--- config.mk ---
export PLATFORM = sky130hd
export DESIGN_NAME = cot_ram
export DESIGN_NICKNAME = d
export VERILOG_FILES = /design/src/hw/rtl/cot_ram.sv
export SDC_FILE = /design/constraint.sdc
export NUM_CORES = 1
export LEC_CHECK = 0
export ABC_AREA = 1
export ABC_CLOCK_PERIOD_IN_PS = 1900
export BUFFER_PORTS_ARGS = -buffer_cell sky130_fd_sc_hd__clkbuf_2
export CAP_MARGIN = 40
export CORE_UTILIZATION = 25
export CTS_BUF_LIST = sky130_fd_sc_hd__clkbuf_8 sky130_fd_sc_hd__clkbuf_16
export DETAILED_ROUTE_END_ITERATION = 10
export GPL_TIMING_DRIVEN = 0
export HOLD_SLACK_MARGIN = 0.12
export PLACE_DENSITY = 0.47
export SLEW_MARGIN = 20
export SYNTH_ARGS = -nofsm -noshare
export SYNTH_HDL_FRONTEND = slang
export SYNTH_SLANG_ARGS = --single-unit
--- constraint.sdc ---
create_clock -name clk_i -period 1.9 [get_ports clk_i]
set_input_delay 0.38 -clock clk_i [delete_from_list [all_inputs] [get_ports clk_i]]
set_output_delay 0.38 -clock clk_i [all_outputs]
set_load 0.05 [all_outputs]
--- src/hw/rtl/cot_ram.sv ---
// Generic single-write, single-read RAM with registered read data.
module cot_ram #(
  parameter int unsigned Width = 8,
  parameter int unsigned Depth = 16,
  parameter int unsigned AddrW = (Depth > 1) ? $clog2(Depth) : 1
) (
  input  logic             clk_i,
  input  logic             we_i,
  input  logic [AddrW-1:0] waddr_i,
  input  logic [Width-1:0] wdata_i,
  input  logic             re_i,
  input  logic [AddrW-1:0] raddr_i,
  output logic [Width-1:0] rdata_o
);

  logic [Width-1:0] mem [Depth];

  always_ff @(posedge clk_i) begin
    if (we_i) begin
      mem[waddr_i] <= wdata_i;
    end
  end

  always_ff @(posedge clk_i) begin
    if (re_i) begin
      rdata_o <= mem[raddr_i];
    end
  end

endmodule

# --- Word level (Yosys, flattened, before mapping) ---
# Memory sizes are Yosys's and may differ from the RTL's. A register that Yosys moved wholly into a read port is not among the register bits.
# Index checks and enable logic that the tools add are counted.
classes:
  n_mux: 2
ops:
  columns: ["cell", "count"]
  rows:
  - ["$mux W1", 2]
word_totals:
  reg_bits: 0
  ram_bits: 128
  input_bits: 19
  output_inout_bits: 8
  word_cells: 3
  n_memories: 1
memory_table:
  columns: ["memory", "depth", "width", "read_ports", "rd_clocked_by_memory_dff", "wr", "line_no", "source"]
  rows:
  - ["mem", 16, 8, 1, 1, 1, "16", "logic [Width-1:0] mem [Depth];"]

# --- Logic depth before layout (Yosys ltp) ---
# Gate-level depths: netlist of run 1.
depth:
  ltp_word: 2
  mapped_depth: 8
  ltp_nobuf: 7

# --- Worst setup path after synthesis of run 1 ---
# Ideal clock, no wire load.
synth_path:
  kind: "in2reg"
  start: "input port waddr_i[2]"
  end: "memory mem[10][0] (enable)"
  setup_time_ns: 0.370
  arrival_time_ns: 0.961
  t_required_ns: 1.530
  path_slack_ns: 0.569
  cell_stages: 2
  n_path_buf: 0
  path_cell_list: "nand3b_1 -> nor2_1"
synth_lines:
  columns: ["item", "line_no", "source"]
  rows:
  - ["start, declared", "9", "input logic [AddrW-1:0] waddr_i,"]
  - ["end, declared", "16", null]
# No word-level cell before the write port.

# --- Final worst setup path of run 1 ---
layout_path:
  start: "register rdata_o[7] (read register of mem)"
  end: "output port rdata_o[7]"
layout_lines:
  columns: ["item", "line_no", "source"]
  rows:
  - ["start, declared", "13", "output logic [Width-1:0] rdata_o"]
# No word-level cell between the ends.

==> results of run 1 <==
==> worst max path at each step <==
stage	slack [ns]	cells after the start	endpoint	start
after floorplan	0.57	2	mem[10][0]	waddr_i[2]
after global placement	-0.02	4	mem[13][7]	waddr_i[1]
after detailed placement	-0.09	3	mem[4][1]	waddr_i[3]
after CTS	0.36	3	mem[4][3]	waddr_i[3]
after global routing	0.44	1	rdata_o[7]	rdata_o[7]
final	0.48	1	rdata_o[7]	rdata_o[7]
==> cell type report <==
type	instances	area, sq um
Buffer	24	166
Tap cell	313	392
Fill cell	2340	15800
Timing Repair Buffer	30	168
Multi-Input combinational cell	289	1210
Inverter	102	383
Clock buffer	17	425
Clock inverter	15	154
Sequential cell	136	4080
==> sequential cells by signal (all words and copies together) (netlist names) <==
| signal | cells |
|---|---|
| mem | 128 |
| rdata_o | 8 |
==> cells in the mapped netlist <==
| master | instances |
|---|---|
| nand2_1 | 173 |
| edfxtp_1 | 136 |
| inv_1 | 100 |
| nand3_1 | 97 |
| nor2_1 | 17 |
| buf_2 | 13 |
| buf_6 | 6 |
| buf_4 | 4 |
| inv_2 | 2 |
| nand3b_1 | 2 |
| buf_1 | 1 |
==> metal layers <==
| metal | vias to the layer above | global-route usage [%] |
|---|---|---|
| met4 | 0 | 4.71 |
| li1 | 1889 | - |
| met1 | 1837 | 18.2 |
| met5 | - | 0 |
| met3 | 20 | 3.54 |
| met2 | 128 | 20.9 |
==> metrics by stage <==
stage	power, mW	util, %	std cells	instance area [sq um]
final	7.10	30.7	926	6990
after global routing	7.34	30.7	926	6990
after CTS	7.15	30.6	923	6960
after detailed placement	3.96	28.0	891	6380
after global placement	3.95	27.9	887	6350
after floorplan	3.75	-	551	5850
==> logic make-up after synthesis <==
family / Yosys count
buf+inv: 126
flops: 136
simple gates: 289
==> power by group <==
group          total, mW  switching, mW  internal, mW
clock               3.21           1.28          1.93
combinational      0.496          0.367         0.128
sequential          3.40         0.0157          3.38
total               7.10           1.66          5.44
==> impl_results.md, run 1 <==
- Hold-fix buffers, CTS: 0
- CP bufs+invs: 1
- Slew margin rel.: 41.7%
- Top Family by Delay on Critical Path: flip-flops
- Arr. time, crit path: 1.04 ns
- Avg Vias per Cell: 4.18
- FF-to-FF path depth: 6
- # port buffers: 23
- Setup Total Neg Slack: 0 ns
- Core box area: 22800 sq um
- Remaining Overflow, GRT: 0
- Synthesized area: 5850 sq um
- Share of the synthesized area in the top cell type: between 60% and 70%
- Postcts setup bufs: 0
- Final Setup Violations: 0
- Initial Utilization: 25.7%
- CTS tree: built
- Worst Setup End Kind: output pin
- Critical path type: reg -> out
- CTS Buf Count: 17
- First-pass GRT wire length: between 20000 and 25000 microns
- Clock root buffer: clkbuf_16
- Worst-path clk slew: 0.06 ns
- Nets@finish: between 600 and 700
- Tot GR Track Use: 13.5%
- Syn_nets: 570
- CP Max Fanout: 1
- Reg2reg start: mem[14][0]
- Status: finished, final reports clean
- Worst skew pair latency: 0.43 ns
- Synth Warn #: 0
- Post-Synth Adder-Cell Area: 0%
- I/O pin count: 27
- Largest net degree at the start of global routing: 17
- Type of the tightest min-delay check: in -> reg
- Startpoint class of the critical path: register
- Clock skew: slightly above 0.007 ns
- Worst Path Required: 1.52 ns
- Met2 WL: 6880 microns
- Layout cells sized above 1: 14.0%
- Post-route worst setup slack: 0.476 ns
- Post_cts resized: 0
- Crit path time final: 1.42 ns
- Hold Path Depth: 1
- Via count: 3874
- Leak pwr: 2.95 nW
- Post-synth cell types: 11
- Hold Crit Endpoint: rdata_o[3]
- Max-cap violation count: 0
- R2R Path End: rdata_o[0]
- Fmax: between 0.7 and 0.8 GHz
- VDD IR max: about 0.54 mV
- Die Area: 24000 sq um
- CTS sink cnt: 136
- Wire per inst: approximately 16 microns
- Number of diodes: 0
- Fin. max-slew vios: 0
- Synth Area in Simple Gates: 20.8%
- Slew @ Worst Pin: between 0.8 and 0.9 ns
- Synth Area in Compound Gates: 0%
- Pwr/cell area: 1020 nW/um^2
- Hpwl dp: 10400 microns
- Hold Slack: roughly 0.30 ns
- Placer Congestion: slightly above 0.8
- Unrepaired setup endpoints after global routing: false
- Routed wl met3: 806 microns
- Die W: 155 microns
- H-tree Lvls: 4
- Commonest non-fill, non-tap cells in the layout: 173 x nand2_1, 136 x edfxtp_1, 101 x inv_1, 97 x nand3_1, 23 x clkbuf_2
- Post-route ant nets: 0
- Area leader, netlist: edfxtp_1
- Seq/Total Area, Yosys: a little over two thirds
- Synth Area in XOR/XNOR: 0%
- Max layer used: met4
- Post-synthesis cell count: 551
- Most common cell after layout, fill and taps aside: nand2_1
- Fin crit share: about three quarters
- Place WS: -0.0912 ns
- Met1 Wirelength: 7270 microns
- Avg Inst Size Synth: 10.6 sq um
- Routed WL: 15300 microns
- Drt drc: 0
- Die Y: 155 microns
- Worst-path cell chain: clkbuf_2
- Initial antenna violation count: 0
- Largest cells by area after synthesis: edfxtp_1 70%, nand2_1 11%, nand3_1 8.3%
- Max clock buf depth: 2
- Mux contribution to synthesized area: 0%
- TritonRoute pass-1 iters: 5
- Hold Startpoint: re_i
- Number of synthesized register bits: 136
- Reg2reg setup slack: 0.70 ns
- CP max-delay cell: edfxtp_1
- P&R area growth vs syn: 19.5%
- 1st-iter DRT viols: ~410
- Number of global-route vias before repair: 3694
- Slowest stage delay, CP: 0.37 ns
- Fin. Hold Viols: 0
- Cell Rows: 55
- Largest family of logic cells by synthesized area: simple AND/OR/NAND/NOR gates
Note: power is estimated with default switching activity, not from simulation.
==> run 2: changes to the inputs <==
--- a/config.mk
+++ b/config.mk
@@ -6,7 +6,7 @@
 export NUM_CORES = 1
 export LEC_CHECK = 0
 export ABC_AREA = 1
-export ABC_CLOCK_PERIOD_IN_PS = 1900
+export ABC_CLOCK_PERIOD_IN_PS = 1300
 export BUFFER_PORTS_ARGS = -buffer_cell sky130_fd_sc_hd__clkbuf_2
 export CAP_MARGIN = 40
 export CORE_UTILIZATION = 25
@@ -14,7 +14,7 @@
 export DETAILED_ROUTE_END_ITERATION = 10
 export GPL_TIMING_DRIVEN = 0
 export HOLD_SLACK_MARGIN = 0.12
-export PLACE_DENSITY = 0.47
+export PLACE_DENSITY = 0.49
 export SLEW_MARGIN = 20
 export SYNTH_ARGS = -nofsm -noshare
 export SYNTH_HDL_FRONTEND = slang
==> constraint.sdc (replaced) <==
create_clock -name clk_i -period 1.3 [get_ports clk_i]
set_input_delay 0.26 -clock clk_i [delete_from_list [all_inputs] [get_ports clk_i]]
set_output_delay 0.26 -clock clk_i [all_outputs]
set_load 0.05 [all_outputs]
==> run 2 against run 1 <==
Flip-flop and latch count unchanged; die area unchanged; critical path type unchanged; critical endpoint unchanged; sequential share of layout area decreased by 0.094 points; sequential power increased by 46%; largest cell class unchanged; critical path depth unchanged.
==> impl_results.md, run 2 (synthesis results as in run 1) <==
- Status: finished, final reports clean (unchanged)
- Postcts setup bufs: 0 (unchanged)
- Die Y: 155 microns (unchanged)
- Drt drc: 0 (unchanged)
- Routed wl met3: 624 microns (was 806 microns)
- CP bufs+invs: 1 (unchanged)
- Number of global-route vias before repair: 3648 (was 3694)
- Largest register FFs: 128 (unchanged)
- Hold-fix buffers, CTS: 0 (unchanged)
- Wire per inst: 16.0 microns (was 16.5 microns)
- Remaining Overflow, GRT: 0 (unchanged)
- Startpoint class of the critical path: register (unchanged)
- Area after DPL: 6380 sq um (about the same)
- Crit path time final: 1.27 ns
- Met2 WL: 6510 microns (was 6880 microns)
- Worst Setup End Kind: output pin (unchanged)
- Fin crit share: 97.4%
- Top Family by Delay on Critical Path: flip-flops (unchanged)
- 1st-iter DRT viols: 308 (was 414)
- Routed WL: 14800 microns (was 15300 microns)
- Worst skew pair latency: 0.42 ns (was 0.43 ns)
- Pwr Total: 10.5 mW (was 7.10 mW)
- Nets@finish: 618 (was 619)
- Commonest non-fill, non-tap cells in the layout: 173 x nand2_1, 136 x edfxtp_1, 101 x inv_1, 97 x nand3_1, 18 x buf_2 (was 173 x nand2_1, 136 x edfxtp_1, 101 x inv_1, 97 x nand3_1, 23 x clkbuf_2)
- Final Setup Violations: 0 (unchanged)
- Tot GR Track Use: 13.1% (was 13.5%)
- CTS sink cnt: 136 (unchanged)
- Max layer used: met4 (unchanged)
- Fin. Hold Viols: 0 (unchanged)
- R2R Path End: rdata_o[1] (was rdata_o[0])
- End of the critical path: rdata_o[7] (unchanged)
- Core box area: 22800 sq um (unchanged)
- CP max-delay cell: edfxtp_1 (unchanged)
- Avg Vias per Cell: 4.07 (was 4.18)
- Worst-path cell chain: clkbuf_4 (was clkbuf_2)
- # port buffers: 23 (unchanged)
- Most common cell after layout, fill and taps aside: nand2_1 (unchanged)
- Hold Path Depth: 1 (unchanged)
- Fmax: approximately 0.8 GHz
- VDD IR max: 0.682 mV (was 0.537 mV)
- Hpwl dp: 10000 microns (was 10400 microns)
- Reg2reg start: mem[10][1] (was mem[14][0])
- Fin area: 7000 sq um (was 6990 sq um)
- Final core area utilization: 30.7% (about the same)
- Largest net degree at the start of global routing: 17 (unchanged)
- FF-to-FF path depth: 6 (unchanged)
- Post-route ant nets: 0 (unchanged)
- P&R area growth vs syn: 19.7% (was 19.5%)
- Worst-path clk slew: 0.06 ns (about the same)
- Met1 Wirelength: 7390 microns (was 7270 microns)
- TritonRoute pass-1 iters: 5 (unchanged)
- H-tree Lvls: 4 (unchanged)
- Slew margin rel.: 46.2% (was 41.7%)
- Critical path origin: rdata_o[7] (unchanged)
- Cell count after placement: 890 (was 891)
- Largest Register: mem (unchanged)
- Placer Congestion: 0.863 (was 0.830)
- Reg2reg setup slack: 0.08 ns (was 0.70 ns)
- Via count: 3768 (was 3874)
- Clock root buffer: clkbuf_16 (unchanged)
- I/O pin count: 27 (unchanged)
- Cell Rows: 55 (unchanged)
- Setup Total Neg Slack: 0 ns (unchanged)
- Die Area: 24000 sq um (unchanged)
- Leak pwr: 2.95 nW (about the same)
- Slew @ Worst Pin: 0.804 ns (was 0.871 ns)
- CTS Buf Count: 17 (unchanged)
- Arr. time, crit path: 1.01 ns (was 1.04 ns)
- Slowest stage delay, CP: 0.37 ns (about the same)
- Max clock buf depth: 2 (unchanged)
- First-pass GRT wire length: 22400 microns (was 22900 microns)
- Critical path type: reg -> out (unchanged)
- Initial Utilization: 25.7% (unchanged)
- Worst Path Required: 1.04 ns (was 1.52 ns)
- Fin. max-slew vios: 0 (unchanged)
- Number of diodes: 0 (unchanged)
- Biggest regs: mem (128), rdata_o (8) (unchanged)
- Initial antenna violation count: 0 (unchanged)
- Layout cells sized above 1: 14.1% (was 14.0%)
- CP Depth: 1 (unchanged)
- Fillers: 2351 (was 2340)
- Pwr/cell area: 1490 nW/um^2 (was 1020 nW/um^2)
- Type of the tightest min-delay check: in -> reg (unchanged)
- Fin cells: 925 (was 926)
- Max-cap violation count: 0 (unchanged)
- CP Max Fanout: 1 (unchanged)
- Unrepaired setup endpoints after global routing: true (was false)
- CTS tree: built (unchanged)
- Die W: 155 microns (unchanged)
- Clock skew: 0.00511 ns (was 0.00720 ns)
==> run 2: changes by cell type in the layout (fill, tap and decap cells not counted), moves of 2 or more <==
| cell | delta |
|---|---|
| clkbuf_2 | -8 |
| buf_2 | +5 |
| clkinv_2 | +3 |
| clkinv_4 | -2 |
| inv_6 | -2 |
| nor2_1 | -2 |
| nor2_2 | +2 |
==> run 2: worst min-delay path by stage <==
| stage | from | end |
|---|---|---|
| 6_report | re_i | rdata_o[6] |
| 5_1_grt | re_i | rdata_o[6] |
| 4_1_cts | re_i | rdata_o[6] |
| 3_5_place_dp | re_i | rdata_o[3] |
| 3_3_place_gp | re_i | rdata_o[0] |
| 2_1_floorplan | wdata_i[0] | mem[0][0] |
==> run 2: cell type report <==
type                    instances  area [sq um]  area share [%]
repair buffers                 29           168            2.40
clock inverters                15           160            2.29
plain buffers                  24           166            2.38
flip-flops and latches        136          4080            58.4
multi-input cells             289          1220            17.4
well taps                     313           392            5.60
clock buffers                  17           425            6.08
inverters                     102           383            5.47
==> run 2: worst register-to-register path, delay by kind of cell, from the launching register on <==
family	cells	cell delay (ns)
flip-flops	1	0.35
AND/OR/NAND/NOR	5	0.54
buffers and inverters	1	0.07
==> run 2: power by group <==
group | leakage, nW | internal (mW) | switching, mW
logic | 1.43 | 0.192 | 0.535
clock network | 0.291 | 2.98 | 1.78
registers | 1.24 | 4.94 | 0.0214
total | 2.95 | 8.11 | 2.34
==> run 2: metal layers <==
| layer | up-vias | track usage, % |
|---|---|---|
| li1 | 1878 | - |
| met1 | 1770 | 18.7 |
| met2 | 106 | 19.8 |
| met3 | 14 | 2.59 |
| met4 | 0 | 4.67 |
| met5 | - | 0 |
==> run 2: stage by stage <==
stage / hold WS, ns / setup WS (ns)
6_report: 0.193 / 0.0333
3_3_place_gp: 0.630 / -0.479
2_1_floorplan: 0.359 / 0.0892
3_5_place_dp: 0.634 / -0.452
5_1_grt: 0.217 / -0.0864
4_1_cts: 0.193 / -0.00663
==> run 2: what timing repair did <==
action | in CTS | in global routing
gates cloned | 0 | 0
setup endpoints to repair | 19 | 39
gates resized for setup | 3 | 9
==> run 3: changes to the inputs <==
--- a/config.mk
+++ b/config.mk
@@ -14,8 +14,11 @@
 export DETAILED_ROUTE_END_ITERATION = 10
 export GPL_TIMING_DRIVEN = 0
 export HOLD_SLACK_MARGIN = 0.12
+export MAX_ROUTING_LAYER = met4
 export PLACE_DENSITY = 0.49
+export RECOVER_POWER = 50
 export SLEW_MARGIN = 20
 export SYNTH_ARGS = -nofsm -noshare
 export SYNTH_HDL_FRONTEND = slang
 export SYNTH_SLANG_ARGS = --single-unit
+export TNS_END_PERCENT = 10
==> run 3 against run 2 <==
Core utilization is essentially flat; largest cell class unchanged; final cell count is the same; combinational power is essentially flat; clock power is essentially flat; sequential power is essentially flat; critical path depth is the same; flip-flop and latch count is the same; fmax is essentially flat; worst hold slack gained 0.065 ns; design area shrank 0.16%.
==> impl_results.md, run 3 (synthesis results as in run 1) <==
- Status: finished, final reports clean (unchanged)
- Via count: 3744 (was 3768)
- Slowest stage delay, CP: 0.37 ns (about the same)
- Fin. Hold Viols: 0 (unchanged)
- Fillers: 2358 (was 2351)
- Worst-path cell chain: clkbuf_4 (unchanged)
- Top Family by Delay on Critical Path: flip-flops (unchanged)
- Cell Rows: 55 (unchanged)
- Die Area: 24000 sq um (unchanged)
- Fin area: 6990 sq um (was 7000 sq um)
- Nets@finish: 618 (unchanged)
- Slew @ Worst Pin: 0.985 ns (was 0.804 ns)
- Placer Congestion: 0.877 (was 0.863)
- Biggest regs: mem (128), rdata_o (8) (unchanged)
- Startpoint class of the critical path: register (unchanged)
- Number of global-route vias before repair: 3641 (was 3648)
- Fin. max-slew vios: 0 (unchanged)
- Remaining Overflow, GRT: 0 (unchanged)
- First-pass GRT wire length: 22400 microns (unchanged)
- Initial antenna violation count: 0 (unchanged)
- Place WS: -0.452 ns (unchanged)
- # port buffers: 23 (unchanged)
- Area after DPL: 6380 sq um (unchanged)
- VDD IR max: 0.676 mV (was 0.682 mV)
- Routed WL: 14700 microns (was 14800 microns)
- Crit path time final: 1.27 ns (about the same)
- 1st-iter DRT viols: 293 (was 308)
- Wire per inst: 15.9 microns (was 16.0 microns)
- Largest net degree at the start of global routing: 17 (unchanged)
- Worst skew pair latency: 0.42 ns (about the same)
- Type of the tightest min-delay check: in -> reg (unchanged)
- Critical path type: reg -> out (unchanged)
- Unrepaired setup endpoints after global routing: true (unchanged)
- Most common cell after layout, fill and taps aside: nand2_1 (unchanged)
- TritonRoute pass-1 iters: 5 (unchanged)
- Commonest non-fill, non-tap cells in the layout: 173 x nand2_1, 136 x edfxtp_1, 101 x inv_1, 97 x nand3_1, 18 x buf_2 (unchanged)
- Final Setup Violations: 0 (unchanged)
- Arr. time, crit path: 1.01 ns (about the same)
- Clock skew: 0.00590 ns (was 0.00511 ns)
- Slew margin rel.: 34.3% (was 46.2%)
- P&R area growth vs syn: 19.5% (was 19.7%)
- Post-route ant nets: 0 (unchanged)
- Leak pwr: 2.93 nW (was 2.95 nW)
- Pwr/cell area: 1500 nW/um^2 (was 1490 nW/um^2)
- Avg Vias per Cell: 4.05 (was 4.07)
- Max clock buf depth: 2 (unchanged)
- Worst-path clk slew: 0.06 ns (about the same)
- Worst Path Required: 1.04 ns (about the same)
- Reg2reg setup slack: 0.07 ns (was 0.08 ns)
- Number of diodes: 0 (unchanged)
- Initial Utilization: 25.7% (unchanged)
- CP bufs+invs: 1 (unchanged)
- Clock root buffer: clkbuf_16 (unchanged)
- Fin crit share: 97.5% (was 97.4%)
- Fmax: 0.789 GHz (about the same)
- Post-route worst setup slack: 0.0323 ns (was 0.0333 ns)
- Drt drc: 0 (unchanged)
- Worst Setup End Kind: output pin (unchanged)
- Core box area: 22800 sq um (unchanged)
- Die Y: 155 microns (unchanged)
- Largest register FFs: 128 (unchanged)
- Hpwl dp: 10000 microns (unchanged)
- CP Max Fanout: 1 (unchanged)
- Max-cap violation count: 0 (unchanged)
- CTS tree: built (unchanged)
- Largest Register: mem (unchanged)
- H-tree Lvls: 4 (unchanged)
- Layout cells sized above 1: 12.6% (was 14.1%)
- CTS sink cnt: 136 (unchanged)
- CTS Buf Count: 17 (unchanged)
- Die W: 155 microns (unchanged)
- Tot GR Track Use: 13.5% (was 13.1%)
- CP max-delay cell: edfxtp_1 (unchanged)
- I/O pin count: 27 (unchanged)
[run 3: worst paths after layout]
kind / startpoint / end / cells after the start
setup / recovery: rdata_o[7] / rdata_o[7] / 1
hold / removal: re_i / rdata_o[6] / 1
setup reg to reg: mem[10][1] / rdata_o[1] / 6
hold reg to reg: mem[6][6] / rdata_o[6] / 6
[run 3: metrics by stage]
step	cells	hold WS (ns)	TNS (ns)	total power, mW	utilization [%]
2_1_floorplan	551	0.359	0	5.47	-
3_3_place_gp	887	0.630	-48.88	5.77	27.9
3_5_place_dp	890	0.634	-42.56	5.78	28.0
4_1_cts	922	0.193	-0.0713	10.5	30.6
5_1_grt	925	0.291	-1.31	10.8	30.7
6_report	925	0.258	0	10.5	30.7
[run 3: area by class of cell]
cell class	count	area [sq um]	area share, %
buffer	24	166	2.38
clock buffer	17	425	6.09
clock inverter	15	160	2.29
inverter	102	383	5.48
multi-input combinational	289	1220	17.4
sequential	136	4080	58.5
tap	313	392	5.61
timing repair buffer	29	156	2.24
[run 3: report_power, final]
group / total, mW / switching, mW / leakage, nW / internal, mW
logic: 0.724 / 0.536 / 1.40 / 0.188
clock network: 4.76 / 1.78 / 0.291 / 2.98
registers: 4.96 / 0.0213 / 1.24 / 4.94
total: 10.5 / 2.34 / 2.93 / 8.11
[run 3: timing repair]
action                     in CTS  in global routing
setup endpoints to repair      19                 39
hold buffers                    0                  0
setup buffers                   0                  0
resized for setup               3                  9
[run 3: layer usage]
layer	GRT usage (%)	up-vias	routed length [microns]
li1	-	1877	-
met1	18.8	1756	7530
met2	19.7	97	6470
met3	2.56	14	505
met4	4.67	0	225
met5	-	-	0
